## src/rtl/core/hjbd_pkg.sv

```systemverilog
`default_nettype none
// ----------------------------------------------------------------------------
// hjbd_pkg
// Shared types and constants for the headset jack and hook button detector.
// ----------------------------------------------------------------------------
package hjbd_pkg;

	localparam int CFG_W          = 16;
	localparam int CFG_IDX_W      = 2;
	localparam int COUNT_BITS_DEF = 16;

	localparam logic [CFG_W-1:0] DETECT_DELAY_RST  = CFG_W'(100);
	localparam logic [CFG_W-1:0] PLUG_SETTLE_RST   = CFG_W'(1000);
	localparam logic [CFG_W-1:0] UNPLUG_SETTLE_RST = CFG_W'(110);
	localparam logic [CFG_W-1:0] BTN_DEBOUNCE_RST  = CFG_W'(10);

	typedef enum logic [CFG_IDX_W-1:0] {
		REG_DETECT_DELAY  = 2'd0,
		REG_PLUG_SETTLE   = 2'd1,
		REG_UNPLUG_SETTLE = 2'd2,
		REG_BTN_DEBOUNCE  = 2'd3
	} cfg_reg_t;

	typedef enum logic [1:0] {
		DEV_NONE  = 2'd0,
		DEV_MIC   = 2'd1,
		DEV_PHONE = 2'd2
	} dev_kind_t;

	typedef enum logic [1:0] {
		KEY_NONE    = 2'd0,
		KEY_PRESS   = 2'd1,
		KEY_RELEASE = 2'd2
	} key_evt_t;

	typedef enum logic [2:0] {
		PH_IDLE   = 3'b001,
		PH_DELAY  = 3'b010,
		PH_SETTLE = 3'b100
	} det_phase_t;

endpackage : hjbd_pkg
`default_nettype wire

```

## src/rtl/core/headset_jack_and_button_detector_core.sv

```systemverilog
`default_nettype none
// ----------------------------------------------------------------------------
// headset_jack_and_button_detector_core
// A transferred tick is held in the input register and moves on into the
// result register once that register is empty or being taken. Throughput:
// one tick per cycle while out_stall is low; the detector state updates in
// one pass of small compare/decrement logic.
// Reset: arst_n clears the valid flags and detector state, loads register defaults and drops out_valid.
// ----------------------------------------------------------------------------
// Tracks jack insertion and removal with a detect delay and a settle time,
// classifies the device, controls mic bias, and debounces the hook line into
// media key press and release events while a headset with mic is present.
// ----------------------------------------------------------------------------
module headset_jack_and_button_detector_core
	import hjbd_pkg::*;
#(
	parameter int COUNT_BITS = COUNT_BITS_DEF
) (
	input  wire logic                 clk,
	input  wire logic                 arst_n,
	// tick input channel
	input  wire logic                 in_valid,
	output logic                      in_stall,
	input  wire logic                 jack_level,
	input  wire logic                 hook_level,
	input  wire logic                 debug_board_level,
	// result channel
	output logic                      out_valid,
	input  wire logic                 out_stall,
	output logic [1:0]                device_kind,
	output logic                      mic_bias_on,
	output logic [1:0]                key_event,
	output logic                      detecting,
	// configuration write port
	input  wire logic                 cfg_write_en,
	input  wire logic [CFG_IDX_W-1:0] cfg_index,
	input  wire logic [CFG_W-1:0]     cfg_data
);

	localparam int SAT_W = (COUNT_BITS > CFG_W) ? COUNT_BITS : CFG_W;
	localparam logic [COUNT_BITS-1:0] COUNT_MAX = {COUNT_BITS{1'b1}};
	localparam logic [COUNT_BITS-1:0] COUNT_ONE = COUNT_BITS'(1);

	// Clamp a register value into the counter range.
	function automatic logic [COUNT_BITS-1:0] sat_count(input logic [CFG_W-1:0] v);
		logic [SAT_W-1:0] v_ext;
		v_ext = SAT_W'(v);
		if (v_ext > SAT_W'(COUNT_MAX)) begin
			return COUNT_MAX;
		end
		return COUNT_BITS'(v_ext);
	endfunction

	// ---------------------------------------------------------------- config
	logic [CFG_W-1:0] detect_delay_q;
	logic [CFG_W-1:0] plug_settle_q;
	logic [CFG_W-1:0] unplug_settle_q;
	logic [CFG_W-1:0] btn_debounce_q;

	always_ff @(posedge clk or negedge arst_n) begin
		if (!arst_n) begin
			detect_delay_q  <= DETECT_DELAY_RST;
			plug_settle_q   <= PLUG_SETTLE_RST;
			unplug_settle_q <= UNPLUG_SETTLE_RST;
			btn_debounce_q  <= BTN_DEBOUNCE_RST;
		end else if (cfg_write_en) begin
			case (cfg_reg_t'(cfg_index))
				REG_DETECT_DELAY:  detect_delay_q  <= cfg_data;
				REG_PLUG_SETTLE:   plug_settle_q   <= cfg_data;
				REG_UNPLUG_SETTLE: unplug_settle_q <= cfg_data;
				REG_BTN_DEBOUNCE:  btn_debounce_q  <= cfg_data;
				default: ;
			endcase
		end
	end

	// ----------------------------------------------------------- handshake
	// Stage 1 holds the sampled tick; it advances into the result register
	// whenever that register is empty or being taken this cycle.
	logic valid_s1;
	logic jack_s1;
	logic hook_s1;
	logic dbg_s1;
	logic out_valid_q;
	logic advance_s1;

	assign advance_s1 = valid_s1 && (!out_valid_q || !out_stall);
	assign in_stall   = valid_s1 && !advance_s1;

	always_ff @(posedge clk or negedge arst_n) begin
		if (!arst_n) begin
			valid_s1 <= 1'b0;
		end else if (!in_stall) begin
			valid_s1 <= in_valid;
		end
	end

	always_ff @(posedge clk) begin
		if (in_valid && !in_stall) begin
			jack_s1 <= jack_level;
			hook_s1 <= hook_level;
			dbg_s1  <= debug_board_level;
		end
	end

	// -------------------------------------------------------- detector state
	dev_kind_t             dev_q,    dev_n;
	det_phase_t            phase_q,  phase_n;
	logic [COUNT_BITS-1:0] dcnt_q,   dcnt_n;
	logic                  bias_q,   bias_n;
	logic                  pjack_q,  pjack_n;
	logic                  seen_q,   seen_n;
	logic                  phook_q,  phook_n;
	logic [COUNT_BITS-1:0] bcnt_q,   bcnt_n;
	logic                  barmed_q, barmed_n;
	logic                  bdown_q,  bdown_n;
	logic                  bign_q,   bign_n;
	key_evt_t              key_n;
	logic                  just_armed;

	always_comb begin
		dev_n      = dev_q;
		phase_n    = phase_q;
		dcnt_n     = dcnt_q;
		bias_n     = bias_q;
		pjack_n    = pjack_q;
		seen_n     = seen_q;
		bcnt_n     = bcnt_q;
		barmed_n   = barmed_q;
		bdown_n    = bdown_q;
		bign_n     = bign_q;
		key_n      = KEY_NONE;
		just_armed = 1'b0;

		// Jack watch: not looked at while settling. The first tick counts
		// as a change from the unplugged level.
		if (phase_q != PH_SETTLE && (!seen_q || jack_s1 != pjack_q)) begin
			seen_n  = 1'b1;
			pjack_n = jack_s1;
			if ((dev_q == DEV_NONE) != jack_s1) begin
				bign_n = 1'b1;
				if (phase_q == PH_IDLE) begin
					phase_n    = PH_DELAY;
					dcnt_n     = sat_count(detect_delay_q);
					just_armed = 1'b1;
				end
			end
		end

		// Detect delay, then settle, then classify.
		if (!just_armed && phase_q != PH_IDLE) begin
			if (dcnt_q <= COUNT_ONE) begin
				if (phase_q == PH_DELAY) begin
					bias_n  = 1'b1;
					phase_n = PH_SETTLE;
					dcnt_n  = sat_count((dev_q != DEV_NONE) ? unplug_settle_q
					                                        : plug_settle_q);
				end else begin
					if (jack_s1) begin
						if (dev_q == DEV_MIC) begin
							bdown_n = 1'b0;
						end
						dev_n  = DEV_NONE;
						bias_n = 1'b0;
					end else begin
						// Debug board attached leaves the kind at none.
						if (dev_q == DEV_NONE && dbg_s1) begin
							if (hook_s1) begin
								dev_n = DEV_PHONE;
							end else begin
								dev_n   = DEV_MIC;
								bdown_n = 1'b0;
								bign_n  = 1'b0;
							end
						end
						if (hook_s1) begin
							bias_n = 1'b0;
						end
					end
					phase_n = PH_IDLE;
					dcnt_n  = '0;
				end
			end else begin
				dcnt_n = dcnt_q - COUNT_ONE;
			end
		end

		// Button watch: hook edges restart debounce in headset-with-mic state
		// with no detection running; a running timer completes regardless.
		if (hook_s1 != phook_q && dev_n == DEV_MIC && phase_n == PH_IDLE) begin
			barmed_n = 1'b1;
			bcnt_n   = sat_count(btn_debounce_q);
		end else if (barmed_q) begin
			if (bcnt_q <= COUNT_ONE) begin
				barmed_n = 1'b0;
				bcnt_n   = '0;
				if (!bign_n) begin
					if (hook_s1) begin
						key_n   = KEY_PRESS;
						bdown_n = 1'b1;
					end else if (bdown_n) begin
						key_n   = KEY_RELEASE;
						bdown_n = 1'b0;
					end
				end
			end else begin
				bcnt_n = bcnt_q - COUNT_ONE;
			end
		end
		phook_n = hook_s1;
	end

	// Commit the state only when the tick moves into the result register.
	always_ff @(posedge clk or negedge arst_n) begin
		if (!arst_n) begin
			dev_q    <= DEV_NONE;
			phase_q  <= PH_IDLE;
			dcnt_q   <= '0;
			bias_q   <= 1'b0;
			pjack_q  <= 1'b1;
			seen_q   <= 1'b0;
			phook_q  <= 1'b0;
			bcnt_q   <= '0;
			barmed_q <= 1'b0;
			bdown_q  <= 1'b0;
			bign_q   <= 1'b0;
		end else if (advance_s1) begin
			dev_q    <= dev_n;
			phase_q  <= phase_n;
			dcnt_q   <= dcnt_n;
			bias_q   <= bias_n;
			pjack_q  <= pjack_n;
			seen_q   <= seen_n;
			phook_q  <= phook_n;
			bcnt_q   <= bcnt_n;
			barmed_q <= barmed_n;
			bdown_q  <= bdown_n;
			bign_q   <= bign_n;
		end
	end

	// ------------------------------------------------------- result register
	logic [1:0] kind_q;
	logic       bias_out_q;
	logic [1:0] key_q;
	logic       det_q;

	always_ff @(posedge clk or negedge arst_n) begin
		if (!arst_n) begin
			out_valid_q <= 1'b0;
		end else if (advance_s1) begin
			out_valid_q <= 1'b1;
		end else if (!out_stall) begin
			out_valid_q <= 1'b0;
		end
	end

	always_ff @(posedge clk) begin
		if (advance_s1) begin
			kind_q     <= dev_n;
			bias_out_q <= bias_n;
			key_q      <= key_n;
			det_q      <= (phase_n != PH_IDLE);
		end
	end

	assign out_valid   = out_valid_q;
	assign device_kind = kind_q;
	assign mic_bias_on = bias_out_q;
	assign key_event   = key_q;
	assign detecting   = det_q;

endmodule : headset_jack_and_button_detector_core
`default_nettype wire

```

## config.mk

```make
export PLATFORM = sky130hd
export DESIGN_NAME = headset_jack_and_button_detector_core
export DESIGN_NICKNAME = d
export VERILOG_FILES = /design/src/rtl/core/hjbd_pkg.sv /design/src/rtl/core/headset_jack_and_button_detector_core.sv
export SDC_FILE = /design/constraint.sdc
export NUM_CORES = 1
export LEC_CHECK = 0
export BUFFER_PORTS_ARGS = -buffer_cell sky130_fd_sc_hd__buf_2
export CAP_MARGIN = 20
export CORE_MARGIN = 10
export CORE_UTILIZATION = 25
export CTS_CLUSTER_SIZE = 16
export DETAILED_ROUTE_END_ITERATION = 8
export HOLD_SLACK_MARGIN = 0.08
export PLACE_DENSITY = 0.37
export SYNTH_ARGS = -nofsm -noshare
export SYNTH_HDL_FRONTEND = slang
export SYNTH_SLANG_ARGS = --single-unit
export TNS_END_PERCENT = 50
```

## constraint.sdc

```tcl
create_clock -name clk -period 6.1 [get_ports clk]
set_clock_uncertainty 0.15 [all_clocks]
set_input_delay 0.305 -clock clk [delete_from_list [all_inputs] [get_ports clk]]
set_output_delay 0.305 -clock clk [all_outputs]
set_load 0.02 [all_outputs]
```

==> run metrics <==
crit path cell chain=or4_4, and4bb_4, nand2_1, buf_4, nor4b_1, nor3b_1, o21a_1, o31a_1; crit-path max FO=18; PwrDens=about 430 nW/um2; initial antenna violation count=0; relative slew slack=31.78%; final hold violations=0; Non-Filler Instances=956; dpl cells=903; Overall Power=around 0.0032 W; post-DP HPWL=11,410 um; Yosys cell types=53; CTS root buf=clkbuf_16; Synth async-reset ratio=92.44%; Hold WC Path Type=in -> reg; Via Count=4,497; Max Cap Viol=0; initial core utilization=25.57%; Residual DRC=0; final setup fails=0; Leak=3.034 nW; GPL Wtd Cong=0.7674; drt total wl=16,500 um; ANT cells=0; CP arrival=3.32 ns; ys flop type=dfrtp_1; die height=approximately 180 um; Comb pwr share=28.5%; largest net degree at the start of global routing=67; final hold slack=roughly 0.11 ns; worst-margin pin slew=1.022 ns; WP data required=6.24 ns; Worst R2R Setup Slack=2.91 ns; mean post-synth cell area=roughly 10 um2; CTS tree=done; R2R Path End=bdown_q$_DFFE_PN0P_; fin util=31.19%; RSZ-0062 raised after global routing=no; CP max stage cell=or4_4; Placement Rows=56; DRC marker count from the first detailed-route iteration=210; worst skew pair latency=0.41 ns; vias in the first global route=4,646; critical path depth in cells=8; Cell Int Power=about 0.0021 W; grt ovf=0; number of synthesized flops with an enable pin=9; CTS Buffer Depth=2; maximum vdd drop=~150 uV; Die Width=175.4 um; # port buffers=33; Clock power frac=33.6%; Synth Cell Area=6038 um2; Critical Path End=bdown_q$_DFFE_PN0P_; status=completed; Tmin final=about 3.2 ns; post-detailed-route via-to-cell ratio=4.704; clk slew on worst S/H paths=0.06 ns; setup_tns=0 ns; drt pass-1 iters=4; layout cells sized above 1=27.32%; total CTS buffers=17; Ys Warns=0; core area=23,610 um2; Critical Path Sink Type=flip-flop; Synth-to-Final Area Change=21.96%; Yosys reg bits=around 120; startpoint class of the critical path=flip-flop; Flop pwr share=between 30 and 40%; Ports=34; Cells after Synth=~580; worst path bufs/invs=1; drt wl/cell=17.26 um; net count after synthesis=606; Reg2Reg Depth=8; worst setup path startpoint=dcnt_q[11]$_DFFE_PN0P_; Nets=654; H-tree lvl count=4; crit path kind=reg -> reg; die area=30,770 um2; CP max stage delay=approximately 0.57 ns; sw power=around 0.0011 W; Seq/Total Area, Yosys=50.44%; Net Sw Frac=33.90%; period utilization=52.22%; cell family with the largest share of critical-path delay=simple AND/OR/NAND/NOR gates; FMAX=313.9 MHz; Sink Count=roughly 120; worst r2r src=dcnt_q[11]$_DFFE_PN0P_; global-route wire length before repair=around 27,000 um; GRT Total Usage=11.19%; ANT nets after route=0; Slew Viols, Final=0
-- placed cells by master, fill, tap and decap left out, types with 8 or more instances in the layout --
master         Yosys  layout
nor2_1            36      34
dfrtp_1           92      92
mux2i_1           16      16
nor4_1             8       8
mux2_2            70      70
dlygate4sd3_1      0      21
edfxtp_1           9       9
clkbuf_16          0      18
dfstp_2           18      18
o21ai_0           34      34
buf_4              0       8
xnor2_1            8       8
a211oi_1          12      12
nand2_1           69      69
buf_2              2      32
inv_1             11      11
a21oi_1           47      47
nor3_1            16      16
-- logic make-up (layout without fill, tap and decap cells) --
logic type / count (synthesis) / after routing / share of synthesized area (%)
XOR/XNOR: 11 / 11 / 1.596
buffers and inverters: 43 / 104 / 2.963
adder cells (fa/ha/maj): 4 / 4 / 0.8289
AND/OR/NAND/NOR: 183 / 183 / 15.42
flip-flops: 119 / 119 / 50.44
multiplexers: 86 / 86 / 15.71
AO/OA/AOI/OAI: 130 / 130 / 13.05
-- sequential cells by signal, indices dropped and copies added (netlist names), 2 cells and up --
name,flops
detect_delay_q,16
device_kind,2
btn_debounce_q,16
bcnt_q,16
phase_q,3
plug_settle_q,16
dcnt_q,16
key_event,2
unplug_settle_q,16
dev_q,2
-- worst min-delay path by stage --
stage	end	from	depth (start not counted)
2_1_floorplan	barmed_q$_DFFE_PN0P_	arst_n	0
3_3_place_gp	out_valid$_DFFE_PN0P_	arst_n	1
5_1_grt	plug_settle_q[5]$_DFFE_PN1P_	cfg_data[5]	2
4_1_cts	plug_settle_q[1]$_DFFE_PN0P_	cfg_data[1]	2
3_5_place_dp	out_valid$_DFFE_PN0P_	arst_n	1
6_report	plug_settle_q[5]$_DFFE_PN1P_	cfg_data[5]	2
-- power by group through the flow --
stage | sequential, W | combinational, W | clock, W
floorplan | 0.00113 | 0.000693 | 0
global placement | 0.00120 | 0.000902 | 0
detailed placement | 0.00121 | 0.000906 | 0
CTS | 0.00119 | 0.000922 | 0.00109
global route | 0.00122 | 0.00103 | 0.00113
finish | 0.00119 | 0.000899 | 0.00106
-- timing repair --
action / 4_1_cts / 5_1_grt
endpoints found under the hold margin: 88 / 1
gates resized for setup: 0 / 0
hold buffers: 20 / 1
setup buffers: 0 / 0
-- routing by layer --
layer | global-route usage, % | part of all wire [%] | vias up
met3 | 2.509 | 2.7 | 7
met2 | 17.14 | 46 | 49
met5 | 0 | 0 | -
met1 | 15.32 | 51 | 2258
met4 | 3.497 | 0.81 | 0
li1 | - | - | 2183
-- stage by stage --
step / cell area, um2 / setup WS (ns)
floorplan: 6038 / 3.170
global placement: 6530 / 2.954
detailed placement: 6530 / 2.948
CTS: 7355 / 2.917
global route: 7365 / 2.659
finish: 7365 / 2.914
-- cell usage after synthesis (2+ instances only) --
library cell / instances / share of area [%]
nor2b_1: 4 / 0.41
a31oi_1: 6 / 0.62
nand3_1: 6 / 0.50
nand3b_1: 6 / 0.75
xnor2_1: 8 / 1.2
or2_2: 3 / 0.31
o21ai_0: 34 / 2.8
a31o_2: 2 / 0.29
edfxtp_1: 9 / 4.5
mux2i_1: 16 / 2.7
a22oi_1: 2 / 0.25
a211oi_1: 12 / 1.5
a21oi_1: 47 / 3.9
or4_4: 2 / 0.37
or4_1: 4 / 0.50
ha_1: 4 / 0.83
o21a_1: 3 / 0.37
dfrtp_1: 92 / 38
buf_6: 2 / 0.37
nor4b_1: 4 / 0.58
nand2_1: 69 / 4.3
nor3b_1: 6 / 0.75
mux2_2: 70 / 13
o2bb2ai_1: 5 / 0.73
nor3_1: 16 / 1.3
nor4_1: 8 / 0.83
buf_2: 2 / 0.17
clkbuf_1: 26 / 1.6
a2bb2oi_1: 3 / 0.44
buf_1: 2 / 0.12
and2_1: 6 / 0.62
inv_1: 11 / 0.68
nand2b_1: 6 / 0.62
xor2_1: 3 / 0.44
o31a_1: 2 / 0.29
dfstp_2: 18 / 7.8
nor2_1: 36 / 2.2
o22ai_1: 4 / 0.41
a221o_1: 3 / 0.50
-- worst reg2reg max path, stage by stage (launching register included) --
cell and delay [ns]:
dfrtp_1 0.41, or4_4 0.57, and4bb_4 0.36, nand2_1 0.35
buf_4 0.37, nor4b_1 0.36, nor3b_1 0.11, o21a_1 0.12
o31a_1 0.27
-- cell type report --
cell class	instances	area (um2)
fill	2457	16250
sequential	119	3045
multi-input combinational	414	2824
clock buffer	20	478.0
timing repair buffer	61	430.4
tap	319	399.1
clock inverter	12	146.4
inverter	11	41.29
No activity file was read; power rests on OpenSTA's default activity.
